===== src/design/aodf_pkg.sv =====
// Shared constants, register indexes and types of the ADC oversampling deadband filter.
package aodf_pkg;

  localparam int CHANNELS        = 8;
  localparam int MUX_SELECT_BITS = 0;
  localparam int GROUPS          = 1 << MUX_SELECT_BITS;
  localparam int PINS            = CHANNELS * GROUPS;

  localparam int SAMPLE_W = 12;
  localparam int CHAN_W   = 3;
  localparam int PIN_W    = 6;
  localparam int VALUE_W  = 16;
  localparam int GROUP_W  = 3;
  localparam int PASS_W   = 4;
  localparam int BAND_W   = 8;
  localparam int RATE_W   = 5;
  localparam int NCH_W    = 4;
  localparam int PIDX_W   = (PINS > 1) ? $clog2(PINS) : 1;

  localparam int CFG_IDX_W  = 3;
  localparam int CFG_DATA_W = 16;

  localparam logic [CFG_IDX_W-1:0] CFG_DEADBAND        = 3'd0;
  localparam logic [CFG_IDX_W-1:0] CFG_IDLE_DEADBAND   = 3'd1;
  localparam logic [CFG_IDX_W-1:0] CFG_IDLE_RELOAD     = 3'd2;
  localparam logic [CFG_IDX_W-1:0] CFG_OVERSAMPLE_RATE = 3'd3;
  localparam logic [CFG_IDX_W-1:0] CFG_USED_CHANNELS   = 3'd4;

  localparam logic [BAND_W-1:0]  DEADBAND_RST      = 8'd31;
  localparam logic [BAND_W-1:0]  IDLE_DEADBAND_RST = 8'd0;
  localparam logic [VALUE_W-1:0] IDLE_RELOAD_RST   = 16'd100;
  localparam logic [RATE_W-1:0]  RATE_RST          = 5'd1;
  localparam logic [NCH_W-1:0]   USED_CH_RST       = 4'd8;

  localparam logic [RATE_W-1:0]  RATE_MAX    = 5'd16;
  localparam logic [VALUE_W-1:0] SPIKE_LIMIT = 16'd64;
  localparam logic [GROUP_W-1:0] GROUP_MASK  = GROUP_W'(GROUPS - 1);

  // One entry of the per-pin memory.
  typedef struct packed {
    logic [VALUE_W-1:0] spike_last;
    logic [VALUE_W-1:0] held;
    logic [VALUE_W-1:0] idle_count;
  } pin_entry_t;

endpackage


===== src/design/aodf_if.sv =====
// Valid/ready channel interfaces for samples and results.
interface aodf_in_if;
  logic                          valid;
  logic                          ready;
  logic [aodf_pkg::SAMPLE_W-1:0] sample;
  logic [aodf_pkg::CHAN_W-1:0]   channel;

  modport source (output valid, output sample, output channel, input ready);
  modport sink   (input valid, input sample, input channel, output ready);
endinterface

interface aodf_out_if;
  logic                         valid;
  logic                         ready;
  logic [aodf_pkg::PIN_W-1:0]   pin;
  logic [aodf_pkg::VALUE_W-1:0] held_value;
  logic                         changed;

  modport source (output valid, output pin, output held_value, output changed, input ready);
  modport sink   (input valid, input pin, input held_value, input changed, output ready);
endinterface


===== src/design/aodf_ram.sv =====
// Generic single-write, single-read RAM with registered read data.
module aodf_ram #(
  parameter int WIDTH = 16,
  parameter int DEPTH = 8
) (
  input  logic                                     clk,
  input  logic                                     we,
  input  logic [((DEPTH > 1) ? $clog2(DEPTH) : 1)-1:0] waddr,
  input  logic [WIDTH-1:0]                         wdata,
  input  logic                                     re,
  input  logic [((DEPTH > 1) ? $clog2(DEPTH) : 1)-1:0] raddr,
  output logic [WIDTH-1:0]                         rdata
);

  logic [WIDTH-1:0] mem [DEPTH];

  always_ff @(posedge clk) begin
    if (we) begin
      mem[waddr] <= wdata;
    end
    if (re) begin
      rdata <= mem[raddr];
    end
  end

endmodule


===== src/design/adc_oversample_deadband_filter.sv =====
// Top level of the ADC oversampling filter with spike rejection and deadband hysteresis.
//
// Usage: ADC conversions arrive on in_chan (valid/ready), each a 12-bit sample tagged
// with its channel within the scan. A transfer on in_chan is taken whenever the first
// pipeline stage is empty or moving on. Samples of channels at or above the used channel
// count are taken and dropped. On the final pass of each oversampling cycle every sample
// yields one result on out_chan: the pin number, its held value and a changed flag.
// A result passes from the first stage into the output register before it is offered.
// Throughput: one sample per cycle while out_chan does not stall. The per-channel sums
// and the per-pin filter state live in two small RAMs with registered read data; a sample
// reads in its transfer cycle and writes back as it leaves the first stage, and a write to
// the same entry that lands on the edge of a read is forwarded into the reading stage.
// When out_chan stalls, a final-pass sample waits in the first stage and in_chan ready
// drops; non-final samples still drain, since they produce no result.
// Reset (synchronous, rst_n low) restores the configuration defaults, clears the pass
// and group counters and marks every RAM entry as unwritten, so it reads as zero; no
// clearing pass is needed. Configuration writes on cfg_we/cfg_index/cfg_wdata take
// effect at once and are to be made only while the block is idle.
module adc_oversample_deadband_filter (
  input  logic                                clk,
  input  logic                                rst_n,
  aodf_in_if.sink                             in_chan,
  aodf_out_if.source                          out_chan,
  input  logic                                cfg_we,
  input  logic [aodf_pkg::CFG_IDX_W-1:0]      cfg_index,
  input  logic [aodf_pkg::CFG_DATA_W-1:0]     cfg_wdata
);

  // Configuration registers.
  logic [aodf_pkg::BAND_W-1:0]  deadband_r;
  logic [aodf_pkg::BAND_W-1:0]  idle_deadband_r;
  logic [aodf_pkg::VALUE_W-1:0] idle_reload_r;
  logic [aodf_pkg::RATE_W-1:0]  oversample_rate_r;
  logic [aodf_pkg::NCH_W-1:0]   used_channels_r;

  // Scan counters.
  logic [aodf_pkg::PASS_W-1:0]  pass_count_r;
  logic [aodf_pkg::GROUP_W-1:0] group_count_r;

  // Written-since-reset flags for each RAM entry.
  logic [aodf_pkg::CHANNELS-1:0] sum_valid_r;
  logic [aodf_pkg::PINS-1:0]     pin_valid_r;

  // First stage: item whose RAM reads are in flight.
  logic                           s1_valid_r;
  logic [aodf_pkg::SAMPLE_W-1:0]  s1_sample_r;
  logic [aodf_pkg::CHAN_W-1:0]    s1_chan_r;
  logic [aodf_pkg::PIN_W-1:0]     s1_pin_r;
  logic [aodf_pkg::PIDX_W-1:0]    s1_pidx_r;
  logic                           s1_first_r;
  logic                           s1_final_r;
  logic                           s1_pin_ok_r;
  logic                           s1_sum_vld_r;
  logic                           s1_sum_byp_r;
  logic [aodf_pkg::VALUE_W-1:0]   s1_sum_byp_data_r;
  logic                           s1_pin_vld_r;
  logic                           s1_pin_byp_r;
  aodf_pkg::pin_entry_t           s1_pin_byp_data_r;

  // Output register.
  logic                          out_valid_r;
  logic [aodf_pkg::PIN_W-1:0]    out_pin_r;
  logic [aodf_pkg::VALUE_W-1:0]  out_held_r;
  logic                          out_changed_r;

  // Effective configuration after limiting.
  logic [aodf_pkg::RATE_W-1:0] rate_eff;
  logic [aodf_pkg::NCH_W-1:0]  nch_eff;

  always_comb begin
    if (oversample_rate_r == '0) begin
      rate_eff = aodf_pkg::RATE_W'(1);
    end else if (oversample_rate_r > aodf_pkg::RATE_MAX) begin
      rate_eff = aodf_pkg::RATE_MAX;
    end else begin
      rate_eff = oversample_rate_r;
    end
    if (used_channels_r == '0) begin
      nch_eff = aodf_pkg::NCH_W'(1);
    end else if (used_channels_r > aodf_pkg::NCH_W'(aodf_pkg::CHANNELS)) begin
      nch_eff = aodf_pkg::NCH_W'(aodf_pkg::CHANNELS);
    end else begin
      nch_eff = used_channels_r;
    end
  end

  // Input side: classify the offered sample.
  logic                         in_take;
  logic                         chan_used;
  logic                         final_pass;
  logic                         end_of_pass;
  logic [aodf_pkg::PIN_W:0]     pin_full;
  logic [aodf_pkg::PIDX_W-1:0]  in_pidx;
  logic                         in_pin_ok;
  logic                         s1_adv;
  logic                         in_ready;

  always_comb begin
    chan_used   = {1'b0, in_chan.channel} < nch_eff;
    final_pass  = ({1'b0, pass_count_r} + aodf_pkg::RATE_W'(1)) >= rate_eff;
    end_of_pass = {1'b0, in_chan.channel} == (nch_eff - aodf_pkg::NCH_W'(1));
    pin_full    = (aodf_pkg::PIN_W + 1)'(group_count_r & aodf_pkg::GROUP_MASK)
                  * (aodf_pkg::PIN_W + 1)'(nch_eff)
                  + (aodf_pkg::PIN_W + 1)'(in_chan.channel);
    in_pin_ok   = pin_full < (aodf_pkg::PIN_W + 1)'(aodf_pkg::PINS);
    in_pidx     = pin_full[aodf_pkg::PIDX_W-1:0];
  end

  // A final-pass item with a pin needs the output register; others just write back.
  assign s1_adv   = !(s1_final_r && s1_pin_ok_r) || !out_valid_r || out_chan.ready;
  assign in_ready = !s1_valid_r || s1_adv;
  assign in_chan.ready = in_ready;
  assign in_take  = in_chan.valid && in_ready && chan_used;

  // Second stage: read-modify-write of the sum and the pin entry.
  logic                         commit;
  logic [aodf_pkg::VALUE_W-1:0] sum_rdata;
  aodf_pkg::pin_entry_t         pin_rdata;
  logic [aodf_pkg::VALUE_W-1:0] sum_old;
  logic [aodf_pkg::VALUE_W-1:0] sum_new;
  aodf_pkg::pin_entry_t         pin_old;
  aodf_pkg::pin_entry_t         pin_new;
  logic                         pin_we;
  logic                         changed;
  logic                         idle_on;
  logic [aodf_pkg::BAND_W-1:0]  band;
  logic [aodf_pkg::VALUE_W-1:0] spike_diff;
  logic [aodf_pkg::VALUE_W-1:0] held_diff;

  assign commit = s1_valid_r && s1_adv;
  assign pin_we = commit && s1_final_r && s1_pin_ok_r;

  always_comb begin
    if (s1_sum_byp_r) begin
      sum_old = s1_sum_byp_data_r;
    end else if (s1_sum_vld_r) begin
      sum_old = sum_rdata;
    end else begin
      sum_old = '0;
    end
    if (s1_pin_byp_r) begin
      pin_old = s1_pin_byp_data_r;
    end else if (s1_pin_vld_r) begin
      pin_old = pin_rdata;
    end else begin
      pin_old = '0;
    end

    // The first pass of a cycle restarts the sum.
    if (s1_first_r) begin
      sum_new = aodf_pkg::VALUE_W'(s1_sample_r);
    end else begin
      sum_new = sum_old + aodf_pkg::VALUE_W'(s1_sample_r);
    end

    idle_on = idle_deadband_r != '0;
    band    = (idle_on && pin_old.idle_count == '0) ? idle_deadband_r : deadband_r;

    spike_diff = (pin_old.spike_last >= sum_new) ? pin_old.spike_last - sum_new
                                                 : sum_new - pin_old.spike_last;
    held_diff  = (sum_new >= pin_old.held) ? sum_new - pin_old.held
                                           : pin_old.held - sum_new;

    // The last raw sum is always replaced; a spike leaves the held value alone.
    pin_new            = pin_old;
    pin_new.spike_last = sum_new;
    changed            = 1'b0;
    if (spike_diff < aodf_pkg::SPIKE_LIMIT) begin
      if (held_diff > aodf_pkg::VALUE_W'(band)) begin
        pin_new.held = sum_new;
        changed      = 1'b1;
        if (idle_on) begin
          pin_new.idle_count = idle_reload_r;
        end
      end else if (idle_on && pin_old.idle_count != '0) begin
        pin_new.idle_count = pin_old.idle_count - aodf_pkg::VALUE_W'(1);
      end
    end
  end

  aodf_ram #(
    .WIDTH (aodf_pkg::VALUE_W),
    .DEPTH (aodf_pkg::CHANNELS)
  ) u_sum_ram (
    .clk   (clk),
    .we    (commit),
    .waddr (s1_chan_r),
    .wdata (sum_new),
    .re    (in_take),
    .raddr (in_chan.channel),
    .rdata (sum_rdata)
  );

  aodf_ram #(
    .WIDTH ($bits(aodf_pkg::pin_entry_t)),
    .DEPTH (aodf_pkg::PINS)
  ) u_pin_ram (
    .clk   (clk),
    .we    (pin_we),
    .waddr (s1_pidx_r),
    .wdata (pin_new),
    .re    (in_take),
    .raddr (in_pidx),
    .rdata (pin_rdata)
  );

  // Control state.
  always_ff @(posedge clk) begin
    if (!rst_n) begin
      deadband_r        <= aodf_pkg::DEADBAND_RST;
      idle_deadband_r   <= aodf_pkg::IDLE_DEADBAND_RST;
      idle_reload_r     <= aodf_pkg::IDLE_RELOAD_RST;
      oversample_rate_r <= aodf_pkg::RATE_RST;
      used_channels_r   <= aodf_pkg::USED_CH_RST;
      pass_count_r      <= '0;
      group_count_r     <= '0;
      sum_valid_r       <= '0;
      pin_valid_r       <= '0;
      s1_valid_r        <= 1'b0;
      out_valid_r       <= 1'b0;
    end else begin
      if (cfg_we) begin
        case (cfg_index)
          aodf_pkg::CFG_DEADBAND:        deadband_r        <= cfg_wdata[aodf_pkg::BAND_W-1:0];
          aodf_pkg::CFG_IDLE_DEADBAND:   idle_deadband_r   <= cfg_wdata[aodf_pkg::BAND_W-1:0];
          aodf_pkg::CFG_IDLE_RELOAD:     idle_reload_r     <= cfg_wdata[aodf_pkg::VALUE_W-1:0];
          aodf_pkg::CFG_OVERSAMPLE_RATE: oversample_rate_r <= cfg_wdata[aodf_pkg::RATE_W-1:0];
          aodf_pkg::CFG_USED_CHANNELS:   used_channels_r   <= cfg_wdata[aodf_pkg::NCH_W-1:0];
          default: ;
        endcase
      end

      if (in_take && end_of_pass) begin
        if (final_pass) begin
          pass_count_r  <= '0;
          group_count_r <= (group_count_r + aodf_pkg::GROUP_W'(1)) & aodf_pkg::GROUP_MASK;
        end else begin
          pass_count_r  <= pass_count_r + aodf_pkg::PASS_W'(1);
        end
      end

      if (commit) begin
        sum_valid_r[s1_chan_r] <= 1'b1;
      end
      if (pin_we) begin
        pin_valid_r[s1_pidx_r] <= 1'b1;
      end

      if (in_ready) begin
        s1_valid_r <= in_take;
      end

      if (pin_we) begin
        out_valid_r <= 1'b1;
      end else if (out_chan.ready) begin
        out_valid_r <= 1'b0;
      end
    end
  end

  // Payload registers. A write landing on the edge of a read of the same entry is
  // captured here, since the RAM returns the old contents in that case.
  always_ff @(posedge clk) begin
    if (in_take) begin
      s1_sample_r       <= in_chan.sample;
      s1_chan_r         <= in_chan.channel;
      s1_pin_r          <= pin_full[aodf_pkg::PIN_W-1:0];
      s1_pidx_r         <= in_pidx;
      s1_first_r        <= pass_count_r == '0;
      s1_final_r        <= final_pass;
      s1_pin_ok_r       <= in_pin_ok;
      s1_sum_vld_r      <= sum_valid_r[in_chan.channel];
      s1_sum_byp_r      <= commit && (s1_chan_r == in_chan.channel);
      s1_sum_byp_data_r <= sum_new;
      s1_pin_vld_r      <= pin_valid_r[in_pidx];
      s1_pin_byp_r      <= pin_we && (s1_pidx_r == in_pidx);
      s1_pin_byp_data_r <= pin_new;
    end
    if (pin_we) begin
      out_pin_r     <= s1_pin_r;
      out_held_r    <= pin_new.held;
      out_changed_r <= changed;
    end
  end

  assign out_chan.valid      = out_valid_r;
  assign out_chan.pin        = out_pin_r;
  assign out_chan.held_value = out_held_r;
  assign out_chan.changed    = out_changed_r;

endmodule


===== src/flat_wrapper.sv =====
// flat-port wrapper written by rule: the top's interface ports become plain ports
module adc_oversample_deadband_filter_flat 
  (clk, rst_n, cfg_we, cfg_index, cfg_wdata, in_chan_valid, in_chan_sample, in_chan_channel, in_chan_ready, out_chan_valid, out_chan_pin, out_chan_held_value, out_chan_changed, out_chan_ready);
  aodf_in_if in_chan_i ();
  aodf_out_if out_chan_i ();
  input  logic clk;
  input  logic rst_n;
  input  logic cfg_we;
  input  logic [aodf_pkg::CFG_IDX_W-1:0] cfg_index;
  input  logic [aodf_pkg::CFG_DATA_W-1:0] cfg_wdata;
  input wire logic [$bits(in_chan_i.valid)-1:0] in_chan_valid;
  input wire logic [$bits(in_chan_i.sample)-1:0] in_chan_sample;
  input wire logic [$bits(in_chan_i.channel)-1:0] in_chan_channel;
  output wire logic [$bits(in_chan_i.ready)-1:0] in_chan_ready;
  output wire logic [$bits(out_chan_i.valid)-1:0] out_chan_valid;
  output wire logic [$bits(out_chan_i.pin)-1:0] out_chan_pin;
  output wire logic [$bits(out_chan_i.held_value)-1:0] out_chan_held_value;
  output wire logic [$bits(out_chan_i.changed)-1:0] out_chan_changed;
  input wire logic [$bits(out_chan_i.ready)-1:0] out_chan_ready;
  assign in_chan_i.valid = in_chan_valid;
  assign in_chan_i.sample = in_chan_sample;
  assign in_chan_i.channel = in_chan_channel;
  assign in_chan_ready = in_chan_i.ready;
  assign out_chan_valid = out_chan_i.valid;
  assign out_chan_pin = out_chan_i.pin;
  assign out_chan_held_value = out_chan_i.held_value;
  assign out_chan_changed = out_chan_i.changed;
  assign out_chan_i.ready = out_chan_ready;
  adc_oversample_deadband_filter u_core (.clk(clk), .rst_n(rst_n), .in_chan(in_chan_i), .out_chan(out_chan_i), .cfg_we(cfg_we), .cfg_index(cfg_index), .cfg_wdata(cfg_wdata));
endmodule

===== config.mk =====
export PLATFORM = sky130hd
export DESIGN_NAME = adc_oversample_deadband_filter_flat
export DESIGN_NICKNAME = d
export VERILOG_FILES = /design/src/design/aodf_pkg.sv /design/src/design/aodf_if.sv /design/src/design/aodf_ram.sv /design/src/design/adc_oversample_deadband_filter.sv /design/src/flat_wrapper.sv
export SDC_FILE = /design/constraint.sdc
export NUM_CORES = 1
export LEC_CHECK = 0
export ABC_CLOCK_PERIOD_IN_PS = 19300
export BUFFER_PORTS_ARGS = -buffer_cell sky130_fd_sc_hd__buf_2
export CAP_MARGIN = 10
export CORE_MARGIN = 3
export CORE_UTILIZATION = 45
export CTS_CLUSTER_SIZE = 24
export DETAILED_ROUTE_END_ITERATION = 10
export PLACE_DENSITY = 0.56
export SYNTH_ARGS = -nofsm -noshare
export SYNTH_HDL_FRONTEND = slang
export SYNTH_SLANG_ARGS = --single-unit

===== constraint.sdc =====
create_clock -name clk -period 19.3 [get_ports clk]
set_input_delay 0.965 -clock clk [delete_from_list [all_inputs] [get_ports clk]]
set_output_delay 0.965 -clock clk [all_outputs]
set_load 0.01 [all_outputs]

==> flow_summary.yaml <==
outcome:
  status: "complete, no violations"
final_layout:
  stdcell_count: 3113
  final_nets: 2249
  drive_gt1_share_pct: 20.67
  syn2layout_area_growth_pct: 12.86
  fin_area_um2: 36210
pwr:
  power.density_nw_per_um2: 102.0
  p_leak_nw: 12.53
  ir_drop_v: 0.00007258
synthesis:
  synth-edff-count: 665
  synth_async_sr_flop_share_pct: 0
  synthCells: 2028
  netlist_area_um2: 32090
  synth_top_cell_area_share_pct: 62.23
  ys_ff_latch: 728
  ys.flop_type: "edfxtp_1"
  synthesis.yosys.warnings: 0
  postSynthAreaPerCell_um2: 15.82
  yosysUniqueCellTypes: 75
  synth.largest_area_cell: "edfxtp_1"
  yosysSeqAreaShare_pct: 66.16
  synthTopCellsByArea: "edfxtp_1, mux4_2, dfxtp_1"
placement:
  port_buffers: 60
  place_congestion: 0.9335
  placed_cells: 2971
  placed_area_um2: 33560
  pre_cts_slack_ns: 8.610
  dp_hpwl_mm: 50.44
critical_path:
  worst_path_max_delay_cell: "nor2b_1"
  reg2reg_to: "u_core.u_pin_ram.mem[2][15]$_DFFE_PP_"
  cp_data_required_time_ns: 19.62
  endpoint_kind: "flip-flop"
  path_max_fanout: 19
  worst_setup_path_start_kind: "flip-flop"
  r2r_slack_ns: 8.53
  cpPeakStageDelay_ns: 0.94
  reg2reg_from: "u_core.s1_sum_byp_r$_DFFE_PP_"
  crit_type: "flip-flop to flip-flop"
  cpMostUsedCell: "a21oi_1"
  arrival_ns: 11.09
  rr_worst_depth: 36
hold_path:
  hold_end: "u_core.sum_valid_r[6]$_SDFFE_PN0P_"
  hold_path.class: "flip-flop to flip-flop"
  whs_path_depth: 1
  min_from: "u_core.sum_valid_r[6]$_SDFFE_PN0P_"
floorplanning:
  initial_core_util_pct: 45.58
  chipHeight_um: 273.0
  die_x_um: 273.0
  die_area_um2: 74550
  io_pins: 64
  coreArea_um2: 70390
  rows: 97
route:
  num_vias: 18498
  drc_errors: 0
  wl_mm: 81.80
  viasPerCell: 5.942
  dr.first_iter.drc_count: 1708
  first_pass_iters: 5
  ant_nets: 0
  avgRoutedWirePerCell_um: 26.28
clocking:
  htree_levels: 3
  cts_made_buffers: 80
  cts_buffer_depth: 3
  post_cts_buffers: 0
  path_clk_slew_ns: 0.06
  clk_latency_ns: 0.63
  cts_root_buffer: "clkbuf_16"
  cts.sinks: 728
  ctsHoldBuffers: 0
  ctsResizeCount: 0
  tritoncts: "done"
grt:
  grtUsageTotal_pct: 22.10
  grt-ovfl-total: 0
  grt_pass1_vias: 18207
  antenna_found_initial: 0
  grt_max_degree: 64
  grt_pass1_wl_mm: 121.5
timing:
  finClkSkew_ns: 0.01743
  setup_tns_ns: 0
  setup_ws_ns: 8.534
  setup_viol: 0
  tightest_slew_ns: 1.098
  clock.fmax_mhz: 92.89
  fin_crit_ns: 10.77
  hold_viol_final: 0
  finalMaxSlewViolations: 0
  post-route-period-util_pct: 55.78
  slew_headroom_pct: 26.65
  rsz0062_at_grt: "no"
flow_run:
  maxCapViolations: 0
cell usage after synthesis, types with 22 or more instances:
cell / n
nor2b_1: 26
and2_1: 26
mux2i_1: 37
a22oi_1: 49
o21ai_0: 40
o21a_1: 32
a21o_1: 28
a21boi_0: 26
inv_1: 70
xor2_1: 22
ha_1: 94
mux4_2: 132
dfxtp_1: 63
nand2_1: 117
mux2_2: 68
nor2_1: 61
clkbuf_1: 71
nand3_1: 37
edfxtp_1: 665
a21oi_1: 86
cells by family after synthesis:
family / share of synthesized area, %
and+or+nand+nor: 5.869
DFF: 66.16
muxes: 12.81
AOI/OAI and AO/OA: 8.286
other: 0.01169
xor gates and xnor gates: 0.9280
buffers and inverters: 2.082
adders and majority gates: 3.853
layout by cell type (no fill, tap or decap), types with 15 or more instances in the layout:
cell,netlist,final
clkinv_1,0,15
buf_2,9,57
nor2_1,61,55
o21a_1,32,32
a21oi_1,86,86
a22o_1,18,18
buf_4,4,43
ha_1,94,94
o21ai_0,40,37
clkbuf_16,0,80
a21boi_0,26,26
nor3_1,18,16
inv_1,70,70
mux2_2,68,68
a22oi_1,49,49
nand3_1,37,37
nor2b_1,26,25
mux4_2,132,132
edfxtp_1,665,665
mux2i_1,37,37
nand2_1,117,117
a21o_1,28,28
dfxtp_1,63,63
and2_1,26,17
xor2_1,22,22
layer usage:
| metal | global-route usage [%] | vias to the layer above | wire length, µm |
|---|---|---|---|
| met3 | 2.757 | 102 | 4281 |
| met1 | 33.79 | 9643 | 38510 |
| met4 | 5.084 | 0 | 1511 |
| met2 | 34.00 | 576 | 37490 |
| li1 | - | 8177 | - |
| met5 | 0 | - | 0 |
cell type report:
cell class,count,area (µm²)
clock buffer,94,2054
clock inverter,47,598.1
tap,940,1176
sequential,728,21230
antenna,1,2.502
multi-input combinational,1131,10250
timing repair buffer,102,634.4
fill,5808,34180
inverter,70,262.8
through the flow:
stage          total power [W]  utilization, %  hold slack (ns)
3_5_place_dp          0.002186           47.67           0.4535
4_1_cts               0.003727           51.44           0.4665
3_3_place_gp          0.002182           47.67           0.4418
6_report              0.003693           51.44           0.4632
2_1_floorplan         0.002069               -           0.4354
5_1_grt               0.003831           51.44           0.4849
worst max-delay path by stage:
stage	startpoint	to	slack, ns	cells past startpoint
final	u_core.s1_sum_byp_r$_DFFE_PP_	u_core.u_pin_ram.mem[2][15]$_DFFE_PP_	8.53	36
after global routing	u_core.s1_sum_byp_r$_DFFE_PP_	u_core.u_pin_ram.mem[4][15]$_DFFE_PP_	7.63	36
after CTS	u_core.s1_sum_byp_r$_DFFE_PP_	u_core.u_pin_ram.mem[4][15]$_DFFE_PP_	8.62	36
after detailed placement	u_core.s1_sum_byp_r$_DFFE_PP_	u_core.u_pin_ram.mem[2][15]$_DFFE_PP_	8.61	36
after global placement	u_core.s1_sum_byp_r$_DFFE_PP_	u_core.out_chan.held_value[8]$_DFFE_PP_	8.97	37
after floorplan	u_core.s1_sum_byp_r$_DFFE_PP_	u_core.s1_pin_byp_data_r[12]$_DFFE_PP_	10.64	39
report_power, final:
part,switching [W],internal (W),leakage (nW),total [W]
registers,0.0000201,0.00177,6.69,0.00179
logic,0.000226,0.000135,4.56,0.000362
clock network,0.000622,0.000916,1.28,0.00154
state kept, by name, summed over array words and instances, names as in the netlist, 4 cells and up:
| register | count |
|---|---|
| u_core.deadband_r | 8 |
| u_core.idle_deadband_r | 8 |
| u_core.idle_reload_r | 16 |
| u_core.out_chan.held_value | 16 |
| u_core.oversample_rate_r | 5 |
| u_core.pass_count_r | 4 |
| u_core.pin_valid_r | 8 |
| u_core.s1_pin_byp_data_r | 32 |
| u_core.s1_sample_r | 12 |
| u_core.s1_sum_byp_data_r | 16 |
| u_core.sum_valid_r | 8 |
| u_core.u_pin_ram.mem | 384 |
| u_core.u_pin_ram.rdata | 48 |
| u_core.u_sum_ram.mem | 128 |
| u_core.u_sum_ram.rdata | 16 |
| u_core.used_channels_r | 4 |
critical path: cells and delay by family (launching register included):
kind                       cells  cell delay [ns]
AOI/OAI and AO/OA             18             4.18
DFF                            1             0.66
adders and majority gates      3             1.27
xor gates and xnor gates       2             0.32
buffers and inverters          1             0.42
and+or+nand+nor               12             3.58
Power figures use the tool's default switching activity.
